--- config.mk ---
export PLATFORM = sky130hd
export DESIGN_NAME = ansi_escape_sequence_parser_core_flat
export DESIGN_NICKNAME = d
export VERILOG_FILES = /design/src/sv/aesp_pkg.sv /design/src/sv/aesp_if.sv /design/src/sv/ansi_escape_sequence_parser_core.sv /design/src/flat_wrapper.sv
export SDC_FILE = /design/constraint.sdc
export NUM_CORES = 1
export LEC_CHECK = 0
export BUFFER_PORTS_ARGS = -buffer_cell sky130_fd_sc_hd__buf_4
export CORE_UTILIZATION = 40
export CTS_CLUSTER_DIAMETER = 50
export CTS_CLUSTER_SIZE = 16
export DETAILED_ROUTE_END_ITERATION = 7
export SYNTH_ARGS = -nofsm -noshare
export SYNTH_HDL_FRONTEND = slang
export SYNTH_SLANG_ARGS = --single-unit
export TNS_END_PERCENT = 20
--- constraint.sdc ---
create_clock -name clk_i -period 8.8 [get_ports clk_i]
set_clock_uncertainty 0.05 [all_clocks]
set_input_delay 0.88 -clock clk_i [delete_from_list [all_inputs] [get_ports clk_i]]
set_output_delay 0.88 -clock clk_i [all_outputs]
set_load 0.02 [all_outputs]
--- src/sv/aesp_pkg.sv ---
// ----------------------------------------------------------------------------
// aesp_pkg
// Types and constants shared by the ANSI escape sequence parser files.
// ----------------------------------------------------------------------------
`default_nettype none

package aesp_pkg;

  localparam int unsigned MaxParams    = 8;
  localparam int unsigned MaxDigits    = 6;
  localparam int unsigned NumOutParams = 8;
  localparam int unsigned ParamW       = 16;
  localparam int unsigned ValueW       = 20;
  localparam int unsigned ParamCntW    = $clog2(MaxParams + 1);
  localparam int unsigned ParamIdxW    = (MaxParams > 1) ? $clog2(MaxParams) : 1;
  localparam int unsigned DigitCntW    = $clog2(MaxDigits + 1);

  localparam logic [7:0] ChNul   = 8'h00;
  localparam logic [7:0] ChLf    = 8'h0A;
  localparam logic [7:0] ChCr    = 8'h0D;
  localparam logic [7:0] ChEsc   = 8'h1B;
  localparam logic [7:0] ChComma = 8'h2C;
  localparam logic [7:0] ChZero  = 8'h30;
  localparam logic [7:0] ChNine  = 8'h39;
  localparam logic [7:0] ChSemi  = 8'h3B;
  localparam logic [7:0] ChCsi   = 8'h5B;
  localparam logic [7:0] ChOsc   = 8'h5D;

  typedef enum logic [1:0] {
    ModeIdle,
    ModeEsc,
    ModeCsi,
    ModeOsc
  } mode_e;

  typedef enum logic [1:0] {
    EvPrint,
    EvNewline,
    EvCr,
    EvCsi
  } event_kind_e;

  typedef logic [ParamW-1:0] param_t;

endpackage

`default_nettype wire

--- src/sv/aesp_if.sv ---
// ----------------------------------------------------------------------------
// aesp_byte_if / aesp_event_if
// Valid/ready channels for input bytes and parser events.
// ----------------------------------------------------------------------------
`default_nettype none

interface aesp_byte_if;
  logic       valid;
  logic       ready;
  logic [7:0] byte_in;

  modport source (output valid, output byte_in, input ready);
  modport sink   (input valid, input byte_in, output ready);
endinterface

interface aesp_event_if;
  logic                 valid;
  logic                 ready;
  logic [1:0]           event_kind;
  logic [7:0]           event_byte;
  aesp_pkg::param_t     param0;
  aesp_pkg::param_t     param1;
  aesp_pkg::param_t     param2;
  aesp_pkg::param_t     param3;
  aesp_pkg::param_t     param4;
  aesp_pkg::param_t     param5;
  aesp_pkg::param_t     param6;
  aesp_pkg::param_t     param7;

  modport source (
    output valid, output event_kind, output event_byte,
    output param0, output param1, output param2, output param3,
    output param4, output param5, output param6, output param7,
    input ready
  );
  modport sink (
    input valid, input event_kind, input event_byte,
    input param0, input param1, input param2, input param3,
    input param4, input param5, input param6, input param7,
    output ready
  );
endinterface

`default_nettype wire

--- src/sv/ansi_escape_sequence_parser_core.sv ---
// ----------------------------------------------------------------------------
// ansi_escape_sequence_parser_core
// VT100/ANSI byte stream parser producing print, newline, CR and CSI events.
// ----------------------------------------------------------------------------
// Takes one byte per clock while in_i.ready is high and produces at most one
// event per byte, in the cycle after the byte transfer, from a single output
// register. The parse state (mode, digit accumulator, parameter store) updates
// in the same cycle the byte is taken, so bytes stream back to back at one per
// cycle while no event stalls; in_i.ready drops only while a finished event
// waits on out_o. After ESC ] every later byte is swallowed until reset.
`default_nettype none

module ansi_escape_sequence_parser_core (
  input  logic                clk_i,
  input  logic                rst_ni,
  aesp_byte_if.sink           in_i,
  aesp_event_if.source        out_o
);

  aesp_pkg::mode_e                         mode_q, mode_d;
  logic [aesp_pkg::DigitCntW-1:0]          dcnt_q, dcnt_d;
  logic [aesp_pkg::ValueW-1:0]             dval_q, dval_d;
  logic [aesp_pkg::ParamCntW-1:0]          pcnt_q, pcnt_d;
  aesp_pkg::param_t                        store_q [aesp_pkg::MaxParams];
  aesp_pkg::param_t                        store_d [aesp_pkg::MaxParams];

  logic                                    ov_q;
  aesp_pkg::event_kind_e                   kind_q, kind_d;
  logic [7:0]                              byte_q;
  aesp_pkg::param_t                        evp_q [aesp_pkg::NumOutParams];
  aesp_pkg::param_t                        evp_d [aesp_pkg::NumOutParams];
  aesp_pkg::param_t                        csi_p [aesp_pkg::NumOutParams];

  logic                                    accept;
  logic                                    emit;
  logic [7:0]                              c;
  logic                                    is_digit;
  logic                                    is_sep;
  logic                                    store_hit;
  logic [aesp_pkg::ParamCntW-1:0]          pcnt_st;
  logic [aesp_pkg::ValueW-1:0]             dval_acc;

  assign c         = in_i.byte_in;
  assign in_i.ready = !ov_q || out_o.ready;
  assign accept    = in_i.valid && in_i.ready;

  assign is_digit  = (c >= aesp_pkg::ChZero) && (c <= aesp_pkg::ChNine);
  assign is_sep    = (c == aesp_pkg::ChComma) || (c == aesp_pkg::ChSemi) ||
                     (c == aesp_pkg::ChNul);
  assign store_hit = pcnt_q < aesp_pkg::ParamCntW'(aesp_pkg::MaxParams);
  assign pcnt_st   = store_hit ? pcnt_q + aesp_pkg::ParamCntW'(1) : pcnt_q;
  assign dval_acc  = {dval_q[aesp_pkg::ValueW-4:0], 3'b000} +
                     {dval_q[aesp_pkg::ValueW-2:0], 1'b0} +
                     aesp_pkg::ValueW'(c[3:0]);

  always_comb begin
    mode_d = mode_q;
    dcnt_d = dcnt_q;
    dval_d = dval_q;
    pcnt_d = pcnt_q;
    store_d = store_q;
    emit   = 1'b0;
    kind_d = aesp_pkg::EvPrint;
    unique case (mode_q)
      aesp_pkg::ModeIdle: begin
        if (c == aesp_pkg::ChEsc) begin
          mode_d = aesp_pkg::ModeEsc;
        end else begin
          emit = 1'b1;
          if (c == aesp_pkg::ChLf) begin
            kind_d = aesp_pkg::EvNewline;
          end else if (c == aesp_pkg::ChCr) begin
            kind_d = aesp_pkg::EvCr;
          end
        end
      end
      aesp_pkg::ModeEsc: begin
        if (c == aesp_pkg::ChCsi) begin
          mode_d = aesp_pkg::ModeCsi;
        end else if (c == aesp_pkg::ChOsc) begin
          mode_d = aesp_pkg::ModeOsc;
        end else begin
          mode_d = aesp_pkg::ModeIdle;
        end
      end
      aesp_pkg::ModeCsi: begin
        if (is_digit) begin
          if (dcnt_q < aesp_pkg::DigitCntW'(aesp_pkg::MaxDigits)) begin
            dval_d = dval_acc;
            dcnt_d = dcnt_q + aesp_pkg::DigitCntW'(1);
          end else begin
            // abort the sequence
            dval_d = '0;
            dcnt_d = '0;
            pcnt_d = '0;
            mode_d = aesp_pkg::ModeIdle;
          end
        end else begin
          dval_d = '0;
          dcnt_d = '0;
          pcnt_d = pcnt_st;
          if (store_hit) begin
            store_d[pcnt_q[aesp_pkg::ParamIdxW-1:0]] = dval_q[aesp_pkg::ParamW-1:0];
          end
          if (!is_sep) begin
            for (int i = 0; i < aesp_pkg::MaxParams; i++) begin
              if (aesp_pkg::ParamCntW'(i) >= pcnt_st) begin
                store_d[i] = '0;
              end
            end
            pcnt_d = '0;
            mode_d = aesp_pkg::ModeIdle;
            emit   = 1'b1;
            kind_d = aesp_pkg::EvCsi;
          end
        end
      end
      aesp_pkg::ModeOsc: begin
        mode_d = aesp_pkg::ModeOsc;
      end
      default: begin
        mode_d = aesp_pkg::ModeIdle;
      end
    endcase
  end

  for (genvar j = 0; j < aesp_pkg::NumOutParams; j++) begin : g_outp
    if (j < aesp_pkg::MaxParams) begin : g_used
      assign csi_p[j] = store_d[j];
    end else begin : g_unused
      assign csi_p[j] = '0;
    end
    assign evp_d[j] = (kind_d == aesp_pkg::EvCsi) ? csi_p[j] : '0;
  end

  always_ff @(posedge clk_i or negedge rst_ni) begin
    if (!rst_ni) begin
      mode_q <= aesp_pkg::ModeIdle;
      dcnt_q <= '0;
      dval_q <= '0;
      pcnt_q <= '0;
      for (int i = 0; i < aesp_pkg::MaxParams; i++) begin
        store_q[i] <= '0;
      end
      ov_q   <= 1'b0;
    end else begin
      if (accept) begin
        mode_q  <= mode_d;
        dcnt_q  <= dcnt_d;
        dval_q  <= dval_d;
        pcnt_q  <= pcnt_d;
        store_q <= store_d;
        ov_q    <= emit;
      end else if (out_o.ready) begin
        ov_q    <= 1'b0;
      end
    end
  end

  always_ff @(posedge clk_i) begin
    if (accept && emit) begin
      kind_q <= kind_d;
      byte_q <= c;
      evp_q  <= evp_d;
    end
  end

  assign out_o.valid      = ov_q;
  assign out_o.event_kind = kind_q;
  assign out_o.event_byte = byte_q;
  assign out_o.param0     = evp_q[0];
  assign out_o.param1     = evp_q[1];
  assign out_o.param2     = evp_q[2];
  assign out_o.param3     = evp_q[3];
  assign out_o.param4     = evp_q[4];
  assign out_o.param5     = evp_q[5];
  assign out_o.param6     = evp_q[6];
  assign out_o.param7     = evp_q[7];

endmodule

`default_nettype wire

--- src/flat_wrapper.sv ---
// flat-port wrapper written by rule: the top's interface ports become plain ports
module ansi_escape_sequence_parser_core_flat 
  (clk_i, rst_ni, in_i_valid, in_i_byte_in, in_i_ready, out_o_valid, out_o_event_kind, out_o_event_byte, out_o_param0, out_o_param1, out_o_param2, out_o_param3, out_o_param4, out_o_param5, out_o_param6, out_o_param7, out_o_ready);
  aesp_byte_if in_i_i ();
  aesp_event_if out_o_i ();
  input  logic clk_i;
  input  logic rst_ni;
  input wire logic [$bits(in_i_i.valid)-1:0] in_i_valid;
  input wire logic [$bits(in_i_i.byte_in)-1:0] in_i_byte_in;
  output wire logic [$bits(in_i_i.ready)-1:0] in_i_ready;
  output wire logic [$bits(out_o_i.valid)-1:0] out_o_valid;
  output wire logic [$bits(out_o_i.event_kind)-1:0] out_o_event_kind;
  output wire logic [$bits(out_o_i.event_byte)-1:0] out_o_event_byte;
  output wire logic [$bits(out_o_i.param0)-1:0] out_o_param0;
  output wire logic [$bits(out_o_i.param1)-1:0] out_o_param1;
  output wire logic [$bits(out_o_i.param2)-1:0] out_o_param2;
  output wire logic [$bits(out_o_i.param3)-1:0] out_o_param3;
  output wire logic [$bits(out_o_i.param4)-1:0] out_o_param4;
  output wire logic [$bits(out_o_i.param5)-1:0] out_o_param5;
  output wire logic [$bits(out_o_i.param6)-1:0] out_o_param6;
  output wire logic [$bits(out_o_i.param7)-1:0] out_o_param7;
  input wire logic [$bits(out_o_i.ready)-1:0] out_o_ready;
  assign in_i_i.valid = in_i_valid;
  assign in_i_i.byte_in = in_i_byte_in;
  assign in_i_ready = in_i_i.ready;
  assign out_o_valid = out_o_i.valid;
  assign out_o_event_kind = out_o_i.event_kind;
  assign out_o_event_byte = out_o_i.event_byte;
  assign out_o_param0 = out_o_i.param0;
  assign out_o_param1 = out_o_i.param1;
  assign out_o_param2 = out_o_i.param2;
  assign out_o_param3 = out_o_i.param3;
  assign out_o_param4 = out_o_i.param4;
  assign out_o_param5 = out_o_i.param5;
  assign out_o_param6 = out_o_i.param6;
  assign out_o_param7 = out_o_i.param7;
  assign out_o_i.ready = out_o_ready;
  ansi_escape_sequence_parser_core u_core (.clk_i(clk_i), .rst_ni(rst_ni), .in_i(in_i_i), .out_o(out_o_i));
endmodule
### Word-level counts from Yosys, hierarchy flattened

Cells that the tools add are included.
Widths: inputs -> output; s select.

* output and inout bits: 140
* register bits: 292
* bits of input ports: 12
* logic and storage cells: 113

* bitwise gates (word level): 1
* equal/unequal tests: 15
* order comparisons: 14
* muxes and demuxes: 42
* reductions and logical operators: 14
* add/subtract/negate cells: 4

Operators by type and width (number)
* $mux 128: 4
* $mux 16: 11
* $bwmux 128: 1
* $demux 16 s3: 1
* $mux 2: 11
* $add 16x16->16: 1
* $add 16x4->16: 1
* $eq 8x4->1 const B: 2
* $eq 8x6->1 const B: 2
* $eq 8x7->1 const B: 2
* $ge 3x4->1 const A: 4
* $mux 4: 4
* $eq 8x5->1 const B: 1
* $ge 1x4->1 const A: 2
* $ge 2x4->1 const A: 2
* $ge 8x6->1 const B: 1
* $le 8x6->1 const B: 1
* $logic_not 8->1: 1
* $pmux 2 s4: 1
* $eq 2x2->1 const B: 3
* $mux 3: 2
* $mux 1: 5
* $add 4x1->4 const B: 1
* $ge 4x4->1 const B: 1
* 20 further kinds: 25

### Logic depth before layout (Yosys ltp)

* depth in word-level cells: 11
* mapped depth: 11
* mapped depth without buffers: 10

### Worst setup path after synthesis

No wires, ideal clock.

* path kind: input to register
* start: input in_i_byte_in[5]
* end: register u_core.byte_q[0], in the netlist u_core.out_o.event_byte[0], enable pin
* buffers on the path: 1
* library setup time: 680 ps
* arrival: 8378 ps
* stages on the path: 5
* data required time: 8070 ps
* path slack: -308 ps
* cell sequence: and3_1 o211a_1 a211o_1 buf_4 a21oi_1

* word-level cells in the longest chain between the ends: 7
* elaborated cells between the ends (all ways): 14
* those cells by class: order compare (2); eq/ne (3); mux (4); reduce/logical (5)

Ends and longest elaborated chain
* start: declaration: line flat_wrapper.sv:9 `input wire logic [$bits(in_i_i.byte_in)-1:0] in_i_byte_in;`
* parallel branches: the longest is 5 deep, another holds $ge 8x6->1
* $pmux 1 s2 *: line ansi_escape_sequence_parser_core.sv:64 `unique case (mode_q)`
* $logic_and 1x1->1 *: line ansi_escape_sequence_parser_core.sv:161 `if (accept && emit) begin`
* end signal: assignment: line ansi_escape_sequence_parser_core.sv:163 `byte_q <= c;`
* end: declaration: line ansi_escape_sequence_parser_core.sv:29 `logic [7:0] byte_q;`

Every way passes the cells marked *.
A chain may end at the register's enable or synchronous reset.

### Final worst setup path

* start: register u_core.mode_q[0]
* end: register u_core.store_q[43] in the netlist's numbering

* word-level cells in the longest chain between the ends: 2

Ends and longest elaborated chain
* start: declaration: line ansi_escape_sequence_parser_core.sv:20 `aesp_pkg::mode_e mode_q, mode_d;`
* start signal: assignment: line ansi_escape_sequence_parser_core.sv:138 `mode_q <= aesp_pkg::ModeIdle;`
* start signal: assignment: line ansi_escape_sequence_parser_core.sv:148 `mode_q <= mode_d;`
* $eq 2x2->1: line ansi_escape_sequence_parser_core.sv:64
* $mux 128: line ansi_escape_sequence_parser_core.sv:64
* end signal: assignment: line ansi_escape_sequence_parser_core.sv:152 `store_q <= store_d;`
* end: declaration: line ansi_escape_sequence_parser_core.sv:24 `aesp_pkg::param_t store_q [aesp_pkg::MaxParams];`

No other way between the ends.

==> impl_metrics.yaml <==
status:
  status: "completed"
die:
  pin_count: 152
  die-area_mm2: 0.03318
  core.rowCount: 65
  dieHeight_um: 182.1
  core_area_mm2: 0.03172
  chipWidth_um: 182.1
  initial_cell_density_of_the_core: 0.4092
sta:
  worst_slack_ns: 5.262
  slew_viol_final: 0
  grt_setup_unrepaired: "false"
  final_period_minus_worst_setup_slack_ns: 3.538
  finalCritPeriodShare: 0.4020
  finalSetupViolations: 0
  hold_violations: 0
  worst_slew_pin_slew_ns: 1.251
  maxClockFrequency_mhz: 282.7
  max-slew-margin-rel: 0.1627
  tns_ns: 0
synthesis:
  synth.most_common_cell: "sky130_fd_sc_hd__nand2_1"
  seq_area_frac_synth: 0.6162
  synthDistinctLibCells: 58
  postSynthAreaPerCell_um2: 11.05
  yosys-top-cells-count: "301 x sky130_fd_sc_hd__nand2_1, 154 x sky130_fd_sc_hd__dfrtp_1, 138 x sky130_fd_sc_hd__a21oi_1, 138 x sky130_fd_sc_hd__edfxtp_1, 132 x sky130_fd_sc_hd__a22o_1"
  syn_inst: 1175
  syn-num-nets: 1217
  synthesis.yosys.warnings: 0
  synth_top_cells_by_area: "sky130_fd_sc_hd__edfxtp_1 32%, sky130_fd_sc_hd__dfrtp_1 30%, sky130_fd_sc_hd__a22o_1 8.9%, sky130_fd_sc_hd__nand2_1 8.7%, sky130_fd_sc_hd__a21oi_1 5.3%"
  synth-seq-cells: 292
  mappedNetlistArea_mm2: 0.01298
  post-synth-top-area-cell: "sky130_fd_sc_hd__edfxtp_1"
  top_reg_cell_synth: "sky130_fd_sc_hd__dfrtp_1"
  area_share_of_the_leading_cell_type_in_the_synthesized_netlist: 0.3193
  synth_edf_count: 138
  asyncSetResetFlopFracSynth: 0.5274
routing:
  first_pass_detailed_route_iteration_total: 5
  drt-met1-wl_um: 15820
  drt_wl_total_um: 34850
  met3RoutedLength_um: 2050
  route.detailed.wl_per_inst_um: 20.38
  met2WireLength_um: 16250
  detailroute.via_count: 9570
  final_antenna_net_count: 0
  drc: 0
  drt-initial-drc-count: 810
  routed_via_density: 5.596
  routed.top_layer: "met4"
worst_setup_path:
  cp.arrival_ns: 3.88
  timing.rr.end: "u_core.store_q[43]$_DFFE_PN0P_"
  setup_slack_on_the_worst_flop_to_flop_path_ns: 5.26
  setup.worst_path.start: "u_core.mode_q[0]$_DFFE_PN0P_"
  worst_r2r_startpoint: "u_core.mode_q[0]$_DFFE_PN0P_"
  cp_max_fo: 17
  worstSetupEndpointType: "register"
  critPathRequiredTime_ns: 9.14
  start_kind: "register"
  worst_r2r_path_depth: 6
  critical_path.endpoint: "u_core.store_q[43]$_DFFE_PN0P_"
  timing_worst_setup_path_type: "reg2reg"
place:
  placed_area_mm2: 0.01433
  gp_congestion: 0.8823
  place_ws_ns: 4.803
  detailedPlacementHpwl_um: 22350
  number_of_input_and_output_port_buffers_inserted: 151
global_routing:
  grt_first_pass_wirelength_um: 54460
  antenna_violations_before_repair: 0
  grt.overflow.total: 0
  grt_pass1_vias: 9158
  grt_start_max_net_pins: 98
  grt.total_usage: 0.2117
layout:
  num_antenna_cells: 0
  final-seq-area_mm2: 0.007998
  layout-drive-gt1-share: 0.1827
  area_of_the_multi_input_gates_mm2: 0.004583
  fillers: 2882
  final_design_area_no_fill_mm2: 0.01547
  final_net_count: 1325
  layout-area-overhead-vs-synth_pct: 19.19
cts:
  cts-root-to-sink-buffers: 3
  ctsHoldBuffers: 0
  clk_pin_slew_worst_paths_ns: 0.06
  cts_tree: "yes"
  cts.repair.resized: 0
  h_tree_levels: 2
  clock_tree.root_cell: "sky130_fd_sc_hd__clkbuf_16"
  clk-insertion-delay-late_ns: 0.52
  clkSinkCount: 292
  post-cts-setup-buffer-count: 0
  cts_made_buffers: 34
power:
  power.density_mw_per_mm2: 252.1
  leak_pwr_nw: 6.111
  ir_drop_mv: 0.1305
flow_run:
  max_cap_viols: 0
worst_hold_path:
  hold_path_class: "in2async"
[per-stage QoR]
stage          hold WS [ns]  total power [W]  std cells    util
4_1_cts              0.4421         0.003948       1710  0.4878
2_1_floorplan        0.4009         0.002188       1175       -
3_5_place_dp         0.4288         0.002503       1649  0.4518
6_report             0.4357         0.003900       1710  0.4878
5_1_grt              0.4580         0.004057       1710  0.4878
3_3_place_gp         0.4259         0.002495       1649  0.4518
[layer usage]
layer  up-vias  global-route usage
met5         -                   0
met1      4737              0.2975
met2       336              0.3389
met3        60             0.03852
li1       4437                   -
met4         0             0.05345
[cell usage in the layout, fill, tap and decap left out, drive strengths merged, types with 5 or more instances in the layout]
cell,Yosys,layout
buf,37,159
a21o,5,5
nor3,18,18
inv,13,24
edfxtp,138,138
a21oi,138,138
clkinv,0,8
dfrtp,154,154
o21ai,39,39
clkbuf,50,38
nor2b,6,6
nor2,29,29
xor2,5,5
and2,5,5
nand3,15,15
xnor2,7,7
ha,28,28
a22o,132,132
nand2,301,301
nand2b,7,7
[worst min-delay path by stage]
stage / from / endpoint / cells after the start
finish: rst_ni / u_core.out_o.valid$_DFFE_PN0P_ / 1
global route: u_core.store_q[66]$_DFFE_PN0P_ / u_core.store_q[66]$_DFFE_PN0P_ / 1
CTS: u_core.dcnt_q[2]$_DFFE_PN0P_ / u_core.dcnt_q[2]$_DFFE_PN0P_ / 1
detailed placement: u_core.dcnt_q[2]$_DFFE_PN0P_ / u_core.dcnt_q[2]$_DFFE_PN0P_ / 1
global placement: u_core.dcnt_q[2]$_DFFE_PN0P_ / u_core.dcnt_q[2]$_DFFE_PN0P_ / 1
floorplan: u_core.dcnt_q[2]$_DFFE_PN0P_ / u_core.dcnt_q[2]$_DFFE_PN0P_ / 1
[where the power goes]
| group | switching, W | internal [W] | leakage, nW |
|---|---|---|---|
| registers | 0.0000938 | 0.00164 | 3.47 |
| clock network | 0.000611 | 0.000816 | 0.555 |
| logic | 0.000505 | 0.000235 | 2.09 |
| total | 0.00121 | 0.00269 | 6.11 |
[state kept, by name (all words and copies together), names as in the netlist]
register and cells:
u_core.out_o.param4 16, u_core.out_o.valid 1, u_core.out_o.param5 16, u_core.dval_q 16
u_core.out_o.param6 16, u_core.out_o.param0 16, u_core.mode_q 2, u_core.pcnt_q 4
u_core.out_o.param2 16, u_core.out_o.event_kind 2, u_core.out_o.param7 16, u_core.out_o.param3 16
u_core.store_q 128, u_core.dcnt_q 3, u_core.out_o.param1 16, u_core.out_o.event_byte 8
[cell type report]
| cell class | instances | share of cell area |
|---|---|---|
| flip-flops and latches | 292 | 0.5169 |
| multi-input cells | 783 | 0.2962 |
| repair buffers | 159 | 0.07740 |
| clock buffers | 38 | 0.05734 |
| well taps | 402 | 0.03251 |
| clock inverters | 23 | 0.01642 |
| inverters | 13 | 0.003154 |
[cells by family after synthesis]
logic type / Yosys count / synth area share
DFF: 292 / 0.6162
and+or+nand+nor: 398 / 0.1339
adders and majority gates: 30 / 0.03008
buffers and inverters: 100 / 0.03162
AOI/OAI and AO/OA: 341 / 0.1785
xor gates and xnor gates: 12 / 0.008097
muxes: 2 / 0.001639
[worst max-delay path, stage by stage, from the launching register on]
cell	delay (ns)
sky130_fd_sc_hd__dfrtp_1	0.42
sky130_fd_sc_hd__nand2b_1	0.36
sky130_fd_sc_hd__nor3_2	0.30
sky130_fd_sc_hd__nand2_1	0.16
sky130_fd_sc_hd__nor2_1	0.97
sky130_fd_sc_hd__o21ai_1	0.72
sky130_fd_sc_hd__a22o_1	0.43
(Power assumes the default switching activity.)
